==> src/rtl/emac_pkg.sv <==
package emac_pkg;

    // default build parameters
    localparam int SAMPLE_BITS_DEF      = 10;
    localparam int FILTER_FRAC_BITS_DEF = 16;

    // calibration register widths
    localparam int ADC_CAL_W  = 11;
    localparam int PSI_CAL_W  = 12;
    localparam int CFG_IDX_W  = 2;
    localparam int CFG_DATA_W = 12;

    // filter weights, 16 fractional bits
    localparam int                       MUL_B_W      = 17;
    localparam logic signed [MUL_B_W-1:0] ALPHA_Q     = 17'sd62259;
    localparam logic signed [MUL_B_W-1:0] BETA_Q      = 17'sd3277;
    localparam int                       WEIGHT_SHIFT = 16;

    // pressure output format
    localparam int Q8_W   = 24;
    localparam int Q8_MAX = 8388607;
    localparam int Q8_MIN = -8388608;

    // calibration register reset values
    localparam logic [ADC_CAL_W-1:0]        ADC_LOW_RST  = 11'd0;
    localparam logic signed [PSI_CAL_W-1:0] PSI_LOW_RST  = 12'sd0;
    localparam logic [ADC_CAL_W-1:0]        ADC_HIGH_RST = 11'd1024;
    localparam logic signed [PSI_CAL_W-1:0] PSI_HIGH_RST = 12'sd100;

    typedef enum logic [CFG_IDX_W-1:0] {
        CFG_ADC_LOW  = 2'd0,
        CFG_PSI_LOW  = 2'd1,
        CFG_ADC_HIGH = 2'd2,
        CFG_PSI_HIGH = 2'd3
    } t_cfg_idx;

    typedef struct packed {
        logic [ADC_CAL_W-1:0]        adc_low;
        logic signed [PSI_CAL_W-1:0] psi_low;
        logic [ADC_CAL_W-1:0]        adc_high;
        logic signed [PSI_CAL_W-1:0] psi_high;
    } t_cal;

    typedef enum logic [3:0] {
        ST_IDLE,
        ST_MUL_OLD,
        ST_MUL_NEW,
        ST_LEVEL,
        ST_MUL_CAL,
        ST_PREP,
        ST_DIV,
        ST_FINAL,
        ST_DONE
    } t_state;

    typedef enum logic [2:0] {
        OP_NONE,
        OP_MUL_OLD,
        OP_MUL_NEW,
        OP_LEVEL,
        OP_MUL_CAL,
        OP_PREP,
        OP_DIV,
        OP_FINAL
    } t_op;

    typedef struct packed {
        t_op  op;
        logic load_sample;
        logic load_out;
    } t_ctrl;

    typedef struct packed {
        logic calib_err;
    } t_stat;

    // signed width of level minus the scaled low calibration reading
    function automatic int off_bits(input int sb, input int ff);
        int lw;
        int afw;
        lw  = sb + ff;
        afw = ADC_CAL_W + ff;
        return ((lw > afw) ? lw : afw) + 1;
    endfunction

    // quotient bits of the pre-shifted rounding divide
    function automatic int quo_bits(input int sb, input int ff);
        return off_bits(sb, ff) + PSI_CAL_W + 1 - (ff - 8);
    endfunction

endpackage

==> src/rtl/emac_mul.sv <==
module emac_mul #(
    parameter int A_W = emac_pkg::off_bits(emac_pkg::SAMPLE_BITS_DEF,
                                           emac_pkg::FILTER_FRAC_BITS_DEF),
    parameter int B_W = emac_pkg::MUL_B_W
) (
    input  logic                     i_clk,
    input  logic signed [A_W-1:0]    i_a,
    input  logic signed [B_W-1:0]    i_b,
    output logic signed [A_W+B_W-1:0] o_prod
);

    logic signed [A_W+B_W-1:0] r_prod;
    logic signed [A_W+B_W-1:0] n_prod;

    always_comb begin
        n_prod = (A_W+B_W)'(i_a) * (A_W+B_W)'(i_b);
    end

    always_ff @(posedge i_clk) begin
        r_prod <= n_prod;
    end

    assign o_prod = r_prod;

endmodule

==> src/rtl/emac_ctrl.sv <==
module emac_ctrl #(
    parameter int SAMPLE_BITS      = emac_pkg::SAMPLE_BITS_DEF,
    parameter int FILTER_FRAC_BITS = emac_pkg::FILTER_FRAC_BITS_DEF
) (
    input  logic            i_clk,
    input  logic            i_rst_n,
    input  logic            i_in_valid,
    input  logic            i_out_busy,
    input  emac_pkg::t_stat i_stat,
    output logic            o_in_stall,
    output emac_pkg::t_ctrl o_ctrl
);

    localparam int DVW  = emac_pkg::quo_bits(SAMPLE_BITS, FILTER_FRAC_BITS);
    localparam int CNTW = $clog2(DVW);

    emac_pkg::t_state r_state;
    emac_pkg::t_state n_state;
    logic [CNTW-1:0]  r_cnt;
    logic [CNTW-1:0]  n_cnt;

    always_comb begin
        n_state = r_state;
        unique case (r_state)
            emac_pkg::ST_IDLE: begin
                if (i_in_valid) begin
                    n_state = emac_pkg::ST_MUL_OLD;
                end
            end
            emac_pkg::ST_MUL_OLD: n_state = emac_pkg::ST_MUL_NEW;
            emac_pkg::ST_MUL_NEW: n_state = emac_pkg::ST_LEVEL;
            emac_pkg::ST_LEVEL: begin
                if (i_stat.calib_err) begin
                    n_state = emac_pkg::ST_DONE;
                end else begin
                    n_state = emac_pkg::ST_MUL_CAL;
                end
            end
            emac_pkg::ST_MUL_CAL: n_state = emac_pkg::ST_PREP;
            emac_pkg::ST_PREP:    n_state = emac_pkg::ST_DIV;
            emac_pkg::ST_DIV: begin
                if (r_cnt == '0) begin
                    n_state = emac_pkg::ST_FINAL;
                end
            end
            emac_pkg::ST_FINAL: n_state = emac_pkg::ST_DONE;
            emac_pkg::ST_DONE: begin
                if (!i_out_busy) begin
                    n_state = emac_pkg::ST_IDLE;
                end
            end
            default: n_state = emac_pkg::ST_IDLE;
        endcase
    end

    // divide step counter
    always_comb begin
        n_cnt = r_cnt;
        if (r_state == emac_pkg::ST_PREP) begin
            n_cnt = CNTW'(DVW - 1);
        end else if (r_state == emac_pkg::ST_DIV) begin
            n_cnt = r_cnt - CNTW'(1);
        end
    end

    always_comb begin
        o_ctrl.op          = emac_pkg::OP_NONE;
        o_ctrl.load_sample = 1'b0;
        o_ctrl.load_out    = 1'b0;
        o_in_stall         = 1'b1;
        unique case (r_state)
            emac_pkg::ST_IDLE: begin
                o_in_stall         = 1'b0;
                o_ctrl.load_sample = i_in_valid;
            end
            emac_pkg::ST_MUL_OLD: o_ctrl.op = emac_pkg::OP_MUL_OLD;
            emac_pkg::ST_MUL_NEW: o_ctrl.op = emac_pkg::OP_MUL_NEW;
            emac_pkg::ST_LEVEL:   o_ctrl.op = emac_pkg::OP_LEVEL;
            emac_pkg::ST_MUL_CAL: o_ctrl.op = emac_pkg::OP_MUL_CAL;
            emac_pkg::ST_PREP:    o_ctrl.op = emac_pkg::OP_PREP;
            emac_pkg::ST_DIV:     o_ctrl.op = emac_pkg::OP_DIV;
            emac_pkg::ST_FINAL:   o_ctrl.op = emac_pkg::OP_FINAL;
            emac_pkg::ST_DONE:    o_ctrl.load_out = !i_out_busy;
            default: ;
        endcase
    end

    always_ff @(posedge i_clk) begin
        if (!i_rst_n) begin
            r_state <= emac_pkg::ST_IDLE;
            r_cnt   <= '0;
        end else begin
            r_state <= n_state;
            r_cnt   <= n_cnt;
        end
    end

endmodule

==> src/rtl/emac_dp.sv <==
module emac_dp #(
    parameter int SAMPLE_BITS      = emac_pkg::SAMPLE_BITS_DEF,
    parameter int FILTER_FRAC_BITS = emac_pkg::FILTER_FRAC_BITS_DEF
) (
    input  logic                                         i_clk,
    input  logic                                         i_rst_n,
    input  emac_pkg::t_ctrl                              i_ctrl,
    input  emac_pkg::t_cal                               i_cal,
    input  logic [SAMPLE_BITS-1:0]                       i_adc_sample,
    output emac_pkg::t_stat                              o_stat,
    output logic [SAMPLE_BITS-1:0]                       o_sample,
    output logic [SAMPLE_BITS+FILTER_FRAC_BITS-1:0]      o_level,
    output logic signed [emac_pkg::Q8_W-1:0]             o_press,
    output logic                                         o_err
);

    localparam int LW  = SAMPLE_BITS + FILTER_FRAC_BITS;
    localparam int AW  = LW + emac_pkg::WEIGHT_SHIFT;
    localparam int OW  = emac_pkg::off_bits(SAMPLE_BITS, FILTER_FRAC_BITS);
    localparam int DPW = emac_pkg::PSI_CAL_W + 1;
    localparam int NW  = OW + DPW;
    localparam int MW  = NW - 1;
    localparam int SH  = FILTER_FRAC_BITS - 8;
    localparam int DVW = emac_pkg::quo_bits(SAMPLE_BITS, FILTER_FRAC_BITS);
    localparam int DDW = emac_pkg::ADC_CAL_W;
    localparam int SW  = DVW + 2;
    localparam int PW  = OW + emac_pkg::MUL_B_W;

    localparam logic [LW-1:0]        LEVEL_RST = LW'(1) << (LW - 1);
    localparam logic [AW-1:0]        ROUND_HALF = AW'(1) << (emac_pkg::WEIGHT_SHIFT - 1);
    localparam logic signed [SW-1:0] SAT_HI = SW'(emac_pkg::Q8_MAX);
    localparam logic signed [SW-1:0] SAT_LO = SW'(emac_pkg::Q8_MIN);

    logic signed [OW-1:0]               mul_a;
    logic signed [emac_pkg::MUL_B_W-1:0] mul_b;
    logic signed [PW-1:0]               prod;

    logic [SAMPLE_BITS-1:0]      r_sample, n_sample;
    logic [LW-1:0]               r_level, n_level;
    logic [AW-1:0]               r_acc, n_acc;
    logic [DDW-1:0]              r_rem, n_rem;
    logic [DVW-1:0]              r_quo, n_quo;
    logic [DDW-1:0]              r_div, n_div;
    logic                        r_neg, n_neg;
    logic signed [emac_pkg::Q8_W-1:0] r_press, n_press;
    logic                        r_err, n_err;

    logic [AW-1:0]               acc_sum;
    logic signed [OW-1:0]        off;
    logic signed [DPW-1:0]       dpsi;
    logic signed [NW-1:0]        num;
    logic [NW-1:0]               num_mag;
    logic signed [DDW:0]         dadc;
    logic [DDW:0]                dadc_mag;
    logic [DDW+SH-1:0]           den_full;
    logic [DDW+SH-1:0]           den_half;
    logic [MW:0]                 num2;
    logic [DDW:0]                rem_sh;
    logic [DDW+1:0]              trial;
    logic signed [SW-1:0]        base;
    logic signed [SW-1:0]        qs;
    logic signed [SW-1:0]        psum;
    logic                        calib_err;

    emac_mul #(
        .A_W (OW),
        .B_W (emac_pkg::MUL_B_W)
    ) u_emac_mul (
        .i_clk  (i_clk),
        .i_a    (mul_a),
        .i_b    (mul_b),
        .o_prod (prod)
    );

    assign calib_err = (i_cal.adc_low == i_cal.adc_high);

    // filter sum: alpha*old + beta*(sample << frac) + half lsb
    assign acc_sum = r_acc + (AW'(prod[AW-1:0]) << FILTER_FRAC_BITS) + ROUND_HALF;

    // line setup
    assign off  = signed'(OW'(r_level))
                - signed'(OW'({i_cal.adc_low, {FILTER_FRAC_BITS{1'b0}}}));
    assign dpsi = DPW'(i_cal.psi_high) - DPW'(i_cal.psi_low);
    assign num  = signed'(prod[NW-1:0]);
    assign num_mag = num[NW-1] ? unsigned'(-num) : unsigned'(num);
    assign dadc = signed'({1'b0, i_cal.adc_high}) - signed'({1'b0, i_cal.adc_low});
    assign dadc_mag = dadc[DDW] ? unsigned'(-dadc) : unsigned'(dadc);
    assign den_full = (DDW+SH)'(dadc_mag[DDW-1:0]) << SH;
    assign den_half = den_full >> 1;
    assign num2 = {1'b0, num_mag[MW-1:0]} + (MW+1)'(den_half);

    // restoring divide step
    assign rem_sh = {r_rem, r_quo[DVW-1]};
    assign trial  = {1'b0, rem_sh} - {2'b00, r_div};

    // signed result and clamp
    assign base = SW'(i_cal.psi_low) <<< 8;
    assign qs   = r_neg ? -signed'(SW'(r_quo)) : signed'(SW'(r_quo));
    assign psum = base + qs;

    always_comb begin
        mul_a    = '0;
        mul_b    = '0;
        n_sample = r_sample;
        n_level  = r_level;
        n_acc    = r_acc;
        n_rem    = r_rem;
        n_quo    = r_quo;
        n_div    = r_div;
        n_neg    = r_neg;
        n_press  = r_press;
        n_err    = r_err;
        if (i_ctrl.load_sample) begin
            n_sample = i_adc_sample;
        end
        unique case (i_ctrl.op)
            emac_pkg::OP_NONE: ;
            emac_pkg::OP_MUL_OLD: begin
                mul_a = signed'(OW'(r_level));
                mul_b = emac_pkg::ALPHA_Q;
            end
            emac_pkg::OP_MUL_NEW: begin
                n_acc = prod[AW-1:0];
                mul_a = signed'(OW'(r_sample));
                mul_b = emac_pkg::BETA_Q;
            end
            emac_pkg::OP_LEVEL: begin
                n_level = acc_sum[AW-1:emac_pkg::WEIGHT_SHIFT];
                n_err   = calib_err;
                n_press = '0;
            end
            emac_pkg::OP_MUL_CAL: begin
                mul_a = off;
                mul_b = emac_pkg::MUL_B_W'(dpsi);
            end
            emac_pkg::OP_PREP: begin
                n_neg = num[NW-1] ^ dadc[DDW];
                n_div = dadc_mag[DDW-1:0];
                n_rem = '0;
                n_quo = num2[MW:SH];
            end
            emac_pkg::OP_DIV: begin
                if (!trial[DDW+1]) begin
                    n_rem = trial[DDW-1:0];
                    n_quo = {r_quo[DVW-2:0], 1'b1};
                end else begin
                    n_rem = rem_sh[DDW-1:0];
                    n_quo = {r_quo[DVW-2:0], 1'b0};
                end
            end
            emac_pkg::OP_FINAL: begin
                if (psum > SAT_HI) begin
                    n_press = SAT_HI[emac_pkg::Q8_W-1:0];
                end else if (psum < SAT_LO) begin
                    n_press = SAT_LO[emac_pkg::Q8_W-1:0];
                end else begin
                    n_press = psum[emac_pkg::Q8_W-1:0];
                end
            end
            default: ;
        endcase
    end

    always_ff @(posedge i_clk) begin
        if (!i_rst_n) begin
            r_level <= LEVEL_RST;
        end else begin
            r_level <= n_level;
        end
    end

    always_ff @(posedge i_clk) begin
        r_sample <= n_sample;
        r_acc    <= n_acc;
        r_rem    <= n_rem;
        r_quo    <= n_quo;
        r_div    <= n_div;
        r_neg    <= n_neg;
        r_press  <= n_press;
        r_err    <= n_err;
    end

    assign o_stat.calib_err = calib_err;
    assign o_sample         = r_sample;
    assign o_level          = r_level;
    assign o_press          = r_press;
    assign o_err            = r_err;

endmodule

==> src/rtl/ema_filtered_two_point_calibration.sv <==
// sequence: MUL_OLD, MUL_NEW, LEVEL, MUL_CAL, PREP, one DIV step per quotient bit (Q = 33 by default), FINAL, DONE;
// equal calibration readings go straight from LEVEL to DONE
// one item at a time, limited by the bit-serial restoring divider
// and the single shared multiplier; input stalls from acceptance until the result is handed off
// reset (synchronous, active low): filter level 512.0, calibration registers at their defaults
module ema_filtered_two_point_calibration #(
    parameter int SAMPLE_BITS      = emac_pkg::SAMPLE_BITS_DEF,
    parameter int FILTER_FRAC_BITS = emac_pkg::FILTER_FRAC_BITS_DEF
) (
    input  logic                                    i_clk,
    input  logic                                    i_rst_n,
    // input transaction
    input  logic                                    i_in_valid,
    output logic                                    o_in_stall,
    input  logic [SAMPLE_BITS-1:0]                  i_adc_sample,
    // result transaction
    output logic                                    o_out_valid,
    input  logic                                    i_out_stall,
    output logic [SAMPLE_BITS-1:0]                  o_raw_sample,
    output logic [SAMPLE_BITS+FILTER_FRAC_BITS-1:0] o_filtered_level,
    output logic signed [emac_pkg::Q8_W-1:0]        o_pressure_q8,
    output logic                                    o_calib_error,
    // calibration register writes
    input  logic                                    i_cfg_valid,
    output logic                                    o_cfg_ready,
    input  logic [emac_pkg::CFG_IDX_W-1:0]          i_cfg_index,
    input  logic [emac_pkg::CFG_DATA_W-1:0]         i_cfg_data
);

    localparam int LW = SAMPLE_BITS + FILTER_FRAC_BITS;

    emac_pkg::t_cal  r_cal;
    emac_pkg::t_ctrl ctrl;
    emac_pkg::t_stat stat;

    logic [SAMPLE_BITS-1:0]           dp_sample;
    logic [LW-1:0]                    dp_level;
    logic signed [emac_pkg::Q8_W-1:0] dp_press;
    logic                             dp_err;
    logic                             out_busy;

    logic                             r_out_valid;
    logic [SAMPLE_BITS-1:0]           r_raw;
    logic [LW-1:0]                    r_filt;
    logic signed [emac_pkg::Q8_W-1:0] r_press;
    logic                             r_err;

    // config writes always taken; the contract keeps them to idle periods
    assign o_cfg_ready = 1'b1;

    always_ff @(posedge i_clk) begin
        if (!i_rst_n) begin
            r_cal.adc_low  <= emac_pkg::ADC_LOW_RST;
            r_cal.psi_low  <= emac_pkg::PSI_LOW_RST;
            r_cal.adc_high <= emac_pkg::ADC_HIGH_RST;
            r_cal.psi_high <= emac_pkg::PSI_HIGH_RST;
        end else if (i_cfg_valid && o_cfg_ready) begin
            unique case (emac_pkg::t_cfg_idx'(i_cfg_index))
                emac_pkg::CFG_ADC_LOW:  r_cal.adc_low  <= i_cfg_data[emac_pkg::ADC_CAL_W-1:0];
                emac_pkg::CFG_PSI_LOW:  r_cal.psi_low  <= signed'(i_cfg_data);
                emac_pkg::CFG_ADC_HIGH: r_cal.adc_high <= i_cfg_data[emac_pkg::ADC_CAL_W-1:0];
                emac_pkg::CFG_PSI_HIGH: r_cal.psi_high <= signed'(i_cfg_data);
                default: ;
            endcase
        end
    end

    // output register holds a result that has not been taken
    assign out_busy = r_out_valid && i_out_stall;

    // sequencer: filter multiplies, line multiply, divide steps, clamp
    emac_ctrl #(
        .SAMPLE_BITS      (SAMPLE_BITS),
        .FILTER_FRAC_BITS (FILTER_FRAC_BITS)
    ) u_emac_ctrl (
        .i_clk      (i_clk),
        .i_rst_n    (i_rst_n),
        .i_in_valid (i_in_valid),
        .i_out_busy (out_busy),
        .i_stat     (stat),
        .o_in_stall (o_in_stall),
        .o_ctrl     (ctrl)
    );

    // datapath around the shared multiplier and the divide step
    emac_dp #(
        .SAMPLE_BITS      (SAMPLE_BITS),
        .FILTER_FRAC_BITS (FILTER_FRAC_BITS)
    ) u_emac_dp (
        .i_clk        (i_clk),
        .i_rst_n      (i_rst_n),
        .i_ctrl       (ctrl),
        .i_cal        (r_cal),
        .i_adc_sample (i_adc_sample),
        .o_stat       (stat),
        .o_sample     (dp_sample),
        .o_level      (dp_level),
        .o_press      (dp_press),
        .o_err        (dp_err)
    );

    // result register
    always_ff @(posedge i_clk) begin
        if (!i_rst_n) begin
            r_out_valid <= 1'b0;
        end else if (ctrl.load_out) begin
            r_out_valid <= 1'b1;
        end else if (!i_out_stall) begin
            r_out_valid <= 1'b0;
        end
    end

    always_ff @(posedge i_clk) begin
        if (ctrl.load_out) begin
            r_raw   <= dp_sample;
            r_filt  <= dp_level;
            r_press <= dp_press;
            r_err   <= dp_err;
        end
    end

    assign o_out_valid      = r_out_valid;
    assign o_raw_sample     = r_raw;
    assign o_filtered_level = r_filt;
    assign o_pressure_q8    = r_press;
    assign o_calib_error    = r_err;

endmodule

==> config.mk <==
export PLATFORM = sky130hd
export DESIGN_NAME = ema_filtered_two_point_calibration
export DESIGN_NICKNAME = d
export VERILOG_FILES = /design/src/rtl/emac_pkg.sv /design/src/rtl/emac_mul.sv /design/src/rtl/emac_ctrl.sv /design/src/rtl/emac_dp.sv /design/src/rtl/ema_filtered_two_point_calibration.sv
export SDC_FILE = /design/constraint.sdc
export NUM_CORES = 2
export LEC_CHECK = 0
export ABC_AREA = 1
export BUFFER_PORTS_ARGS = -buffer_cell sky130_fd_sc_hd__buf_2
export CORE_UTILIZATION = 35
export CTS_BUF_LIST = sky130_fd_sc_hd__clkbuf_2
export DETAILED_ROUTE_END_ITERATION = 10
export PLACE_DENSITY = 0.6
export SLEW_MARGIN = 20
export SYNTH_ARGS = -nofsm -noshare
export SYNTH_HDL_FRONTEND = slang
export SYNTH_SLANG_ARGS = --single-unit
==> constraint.sdc <==
create_clock -name i_clk -period 7.2 [get_ports i_clk]
set_input_delay 1.44 -clock i_clk [delete_from_list [all_inputs] [get_ports i_clk]]
set_output_delay 1.44 -clock i_clk [all_outputs]
set_load 0.02 [all_outputs]
* Yosys cells after proc, flatten, opt, wreduce, memory -nomap -nowiden
Cells that the tools add are included.
** Word-level totals
- Flip-flop bits (word level) :: 319
- Bits in latches :: 0
- RAM bits :: 0
- Memory bits (read-only) :: 0
- Output and inout port bits :: 64
- Word-level logic and storage cells :: 101
- Memories kept :: 0
** Operators by class
- Add/subtract/negate cells :: 12
- $mul :: 1
- Div/mod/pow operators :: 0
- $lt $le $gt $ge :: 2
- Equality and inequality tests :: 23
- Shift operators :: 0
- Muxes and demuxes :: 25
- Bitwise gates (word level) :: 2
- Reductions and logical operators :: 14
** Operators with widths (count)
- $pmux W28 S3 :: 1
- $pmux W33 S2 :: 1
- $pmux W17 S3 :: 1
- $mux W24 :: 2
- $pmux W24 S2 :: 1
- $add A42 B16 Y42 const B :: 1
- $add A42 B42 Y42 :: 1
- $mul A28 B17 Y42 :: 1
- $add A40 B18 Y41 :: 1
- $mux W40 :: 1
- $neg A40 Y40 :: 1
- $pmux W4 S9 :: 1
- $add A20 B35 Y35 :: 1
- $gt A35 B24 Y1 const B :: 1
- $lt A35 B24 Y1 const B :: 1
- $mux W35 :: 1
- $neg A33 Y35 :: 1
- $sub A26 B27 Y28 :: 1
- $mux W11 :: 2
- $pmux W11 S2 :: 1
- $pmux W3 S7 :: 1
- $eq A4 B3 Y1 const B :: 4
- $mux W4 :: 4
- $sub A12 B11 Y13 :: 1
- other kinds (28) :: 47

* Logic depth before layout (Yosys ltp)
- Depth after elaboration :: 7
- Gate-level depth with buffers :: 41

* By module
From an unflattened synthesis, not the netlist that was laid out.
** Second synthesis, totals
- Cells, all modules :: 5121
- Area total of the unflattened synthesis :: 37971.4 um2
** By module, submodules not included
- emac_mul :: times used 1, cells each 2599, area an instance 19273.5 um2, sequential area each 900.9 um2
- emac_dp :: times used 1, cells each 2089, area an instance 14355.0 um2, sequential area each 4063.9 um2
- ema_filtered_two_point_calibration :: times used 1, cells each 358, area an instance 3781.1 um2, sequential area each 2772.7 um2
- emac_ctrl :: times used 1, cells each 75, area an instance 561.8 um2, sequential area each 200.2 um2

* Least setup slack after synthesis
No wires, ideal clock.
- Kind :: reg-to-reg
- Start :: register r_cal[34] (netlist name)
- End :: register u_emac_dp.u_emac_mul.r_prod[37], in the netlist u_emac_dp.u_emac_mul.o_prod[37]
- Setup time :: 0.120 ns
- Data arrival time :: 7.092 ns
- Setup slack :: -0.011 ns
- Stages on the path, launching flop included :: 37
- Buffers on the path :: 1
- Clock period less this slack :: 7.211 ns
- Cells stage by stage :: dfxtp_1 > inv_1 > ha_1 > nand2_1 > inv_1 > a21oi_1 > nand3_1 > nand2_1 > nand3_2 > nand2_1 > inv_2 > buf_2 > nor2_1 > inv_1 > fa_1 > inv_1 > fa_1 > fa_1 > fa_1 > fa_1 > inv_1 > fa_1 > inv_1 > ha_1 > nand2_1 > nor2_1 > inv_1 > nor2_1 > and3_1 > nand2_1 > nand3_1 > nand2_1 > nand2_1 > nand2_1 > nand2_1 > a21oi_1 > xnor2_1
** On the way
- Word-level cells in the longest chain between the ends :: 3
** RTL lines
- start: declaration :: line ema_filtered_two_point_calibration.sv:32 : emac_pkg::t_cal r_cal;
- $sub A12 B12 Y13 :: line emac_dp.sv:83 : assign dpsi = DPW'(i_cal.psi_high) - DPW'(i_cal.psi_low);
- $pmux W17 S3 :: line emac_dp.sv:116 : unique case (i_ctrl.op)
- $mul A28 B17 Y42 :: line emac_mul.sv:16 : n_prod = (A_W+B_W)'(i_a) * (A_W+B_W)'(i_b);
- via u_emac_dp.u_emac_mul.n_prod[37] :: line emac_mul.sv:13 : logic signed [A_W+B_W-1:0] n_prod;
- end signal: assignment :: line emac_mul.sv:20 : r_prod <= n_prod;
- end: declaration :: line emac_mul.sv:12 : logic signed [A_W+B_W-1:0] r_prod;
The timed path passes the listed nets, and every way through them passes these cells.
A chain may end at the register's enable or synchronous reset.

* Worst setup path in the final report
- Start :: register r_cal[0] (netlist name)
- End :: register u_emac_dp.u_emac_mul.r_prod[39], in the netlist u_emac_dp.u_emac_mul.o_prod[39]
The elaborated chain is that of the path after synthesis.

==> impl_results.md <==
* Pwr dens at 160 nW/um^2
* Register area share after synthesis at 22.4%
* Worst-margin pin slew at around 1.1 ns
* Hold_ws at a little over 0.4 ns
* Num rows at between 100 and 150
* Final setup viols at 0
* Area of the multi-input gates at 24500 um^2
* DR DRC count at 0
* Async SR Flop Fraction at 0%
* Synth Instances at 4471
* Avg WL per Cell at 17.5 um
* EDFF count, synth at 179
* Skew-Pair Late Insertion Delay at 1.13 ns
* Crit path DAT at 7.98 ns
* Number of clock sinks at 304
* Worst VDD drop at 0.131 mV
* Worst Hold Class: register to register
* Synthesized net count at 5155
* Initial antenna violation count at 2
* Pin count of the biggest net entering global routing at 62
* Slew Viols, Final at 0
* Share of layout cells above drive strength 1 at 20.4%
* Final ANT Viol Nets at 0
* CP max-delay cell: fa_1
* Slowest stage delay, CP at 0.60 ns
* Final #Nets at about 5600
* Syn_area_per_cell at approximately 7.9 um^2
* Startpoint types: register
* Synth area leader: fa_1
* Number of vias in the routed layout at 30700
* Top-area cell type share of the netlist area at 25.1%
* Vias in the first global route at 31100
* Die width at about 320 um
* Setup ws final at 0.199 ns
* Setup crit end kind: register
* Cts hold-fix bufs at 0
* Final WL at 111000 um
* Die H at 319 um
* Crit path max fanout at 6
* Largest cells by area after synthesis: fa_1 (25%), edfxtp_1 (15%), inv_1 (11%), nand2_1 (10%), ha_1 (7.7%)
* Fmax at 143 MHz
* Hold Vio Cnt, Final at 0
* Initial Utilization at 35.5%
* DIE AREA at 102000 um^2
* Slew headroom at 24.8%
* Grt ovf at 0
* Crit path top cell by count: fa_1
* Main synth FF type: edfxtp_1
* Core area at 99000 um^2
* Drt pass-1 iters at 5
* Critical Path RT at around 8.2 ns
* Synth Cell Area at 35100 um^2
* H-tree levels at 3
* Number of CTS-inserted buffers at between 80 and 90
* First-pass GRT wire length at between 150000 and 200000 um
* Synth warn at 0
* Filler cells at roughly 10000
* Max_cap viols at 0
* Flops & latches, synth at 304
* CTS tree: yes
* Dpl hpwl at 90900 um
* Clock buffer depth at 3
* Initial DRC Count at 2057
* PortBufs at 91
* Ports at 93
* Seq. cell area at 7900 um^2
* Post-place setup slack at -0.365 ns
* Cell variety after synth at 62
* Worst-path clk slew at 0.10 ns
* Skew final at 0.0865 ns
* Min Tclk post-route at roughly 7 ns
* Area growth syn-to-layout at 20.6%
* Routed vias/inst at 4.86
* Period Utilization, post-route at 97.2%
* Placer Congestion at 0.945
* WS Path Type: register to register
* Leakage power at between 20 and 25 nW
* Root Buffer: clkbuf_2
* GRT Total Usage at 22.0%
* Status: completed
* Unrepaired setup endpoints after global routing: true
where the power goes:
| part | internal (W) | total (W) | switching [W] | leakage [nW] |
|---|---|---|---|---|
| clock | 0.000540 | 0.00136 | 0.000821 | 0.601 |
| sequential | 0.00201 | 0.00217 | 0.000156 | 2.65 |
| combinational | 0.00118 | 0.00324 | 0.00206 | 18.2 |
| total | 0.00373 | 0.00676 | 0.00304 | 21.4 |
path summary, 6_finish.rpt:
check | start | end | slack [ns] | cells after the start
worst min-delay path | u_emac_dp.o_press[10] | o_pressure_q8[10] | 0.41 | 0
worst min register to register | u_emac_dp.o_press[10] | o_pressure_q8[10] | 0.41 | 0
worst max-delay path | r_cal[0] | u_emac_dp.u_emac_mul.o_prod[39] | 0.20 | 34
worst max register to register | r_cal[0] | u_emac_dp.u_emac_mul.o_prod[39] | 0.20 | 34
cell families (layout without fill, tap and decap cells):
| logic type | Yosys count | in the layout | synth area share (%) |
|---|---|---|---|
| adder cells (fa/ha/maj) | 655 | 655 | 32.7 |
| AND/OR/NAND/NOR | 1779 | 1779 | 21.4 |
| other | 1 | 2 | 0.0107 |
| buffers and inverters | 1096 | 1645 | 11.9 |
| XOR/XNOR | 154 | 154 | 3.86 |
| AO/OA/AOI/OAI | 482 | 482 | 7.72 |
| flip-flops | 304 | 304 | 22.4 |
per-stage QoR:
stage / std cells / power, W / area, um^2 / utilization [%] / TNS (ns)
2_1_floorplan: 4471 / 0.00410 / 35100 / - / 0
3_3_place_gp: 6114 / 0.00515 / 39600 / 40.0 / -2.37
3_5_place_dp: 6114 / 0.00517 / 39600 / 40.0 / -2.75
4_1_cts: 6273 / 0.00659 / 40700 / 41.1 / 0
5_1_grt: 6308 / 0.00725 / 42400 / 42.8 / -0.231
6_report: 6308 / 0.00676 / 42400 / 42.8 / 0
state kept, by name (all words and copies together) (netlist names):
signal,count
o_calib_error,1
o_filtered_level,26
o_out_valid,1
o_pressure_q8,24
o_raw_sample,10
r_cal,46
u_emac_ctrl.r_cnt,6
u_emac_ctrl.r_state,4
u_emac_dp.o_err,1
u_emac_dp.o_level,26
u_emac_dp.o_press,24
u_emac_dp.o_sample,10
u_emac_dp.r_acc,27
u_emac_dp.r_div,11
u_emac_dp.r_neg,1
u_emac_dp.r_quo,33
u_emac_dp.r_rem,11
u_emac_dp.u_emac_mul.o_prod,42
metal layers:
layer / vias to the layer above / global-route usage (%) / share of wire (%)
li1: 14800 / - / -
met1: 14700 / 29.6 / 44
met2: 938 / 35.7 / 46
met3: 221 / 2.67 / 6.2
met4: 2 / 9.22 / 4.1
met5: - / 0 / 0.012
critical path, delay by kind of cell (launching register included):
kind | cells | cell delay, ns
AND/OR/NAND/NOR | 8 | 0.76
AO/OA/AOI/OAI | 6 | 0.84
buffers and inverters | 10 | 0.84
flip-flops | 1 | 0.32
XOR/XNOR | 1 | 0.18
adder cells (fa/ha/maj) | 9 | 3.94
timing repair:
action	4_1_cts	5_1_grt
endpoints found under the setup margin	18	27
pin swaps	12	149
buffers inserted	9	31
cloned	0	4
gates resized for setup	50	321
endpoints found under the hold margin	0	0
cells in the mapped netlist (all sizes together) (36+ instances only):
cell type,number
buf,36
nand3,186
xnor2,59
nor2,485
dfxtp,125
edfxtp,179
o21ai,174
nand4,52
clkbuf,49
xor2,95
ha,215
nor3,36
nand2,968
a21oi,207
inv,1001
fa,440
layout make-up:
cell class	instances	share of cell area (%)
Antenna cell	1	0.00590
Multi-Input combinational cell	3071	57.7
Sequential cell	304	18.6
Clock buffer	124	1.46
Tap cell	1287	3.80
Timing Repair Buffer	484	8.93
Clock inverter	26	0.422
Inverter	1011	9.03
cell usage in the layout (no fill, tap or decap), types with 9 or more instances in the layout:
| master | netlist | final |
|---|---|---|
| inv_1 | 988 | 946 |
| nand2_1 | 947 | 908 |
| fa_1 | 440 | 424 |
| nor2_1 | 442 | 392 |
| buf_4 | 3 | 354 |
| edfxtp_1 | 179 | 179 |
| ha_1 | 215 | 170 |
| a21oi_1 | 205 | 169 |
| nand3_1 | 178 | 169 |
| o21ai_0 | 157 | 141 |
| clkbuf_2 | 0 | 124 |
| dfxtp_1 | 125 | 110 |
| xor2_1 | 94 | 94 |
| buf_2 | 28 | 91 |
| nor2_2 | 37 | 72 |
| xnor2_1 | 59 | 59 |
| nand2_2 | 20 | 52 |
| inv_2 | 13 | 52 |
| nand4_1 | 51 | 51 |
| ha_4 | 0 | 42 |
| nor3_1 | 33 | 30 |
| a21oi_2 | 2 | 30 |
| o21ai_1 | 11 | 22 |
| nor2_4 | 6 | 21 |
| clkinv_1 | 10 | 20 |
| nand3b_1 | 18 | 18 |
| buf_12 | 0 | 18 |
| o21bai_1 | 16 | 16 |
| fa_2 | 0 | 16 |
| dfxtp_2 | 0 | 15 |
| a21o_1 | 14 | 14 |
| buf_6 | 2 | 14 |
| nand3_2 | 7 | 13 |
| or2_2 | 11 | 10 |
| a31oi_1 | 18 | 9 |
No activity file was read; power rests on OpenSTA's default activity.
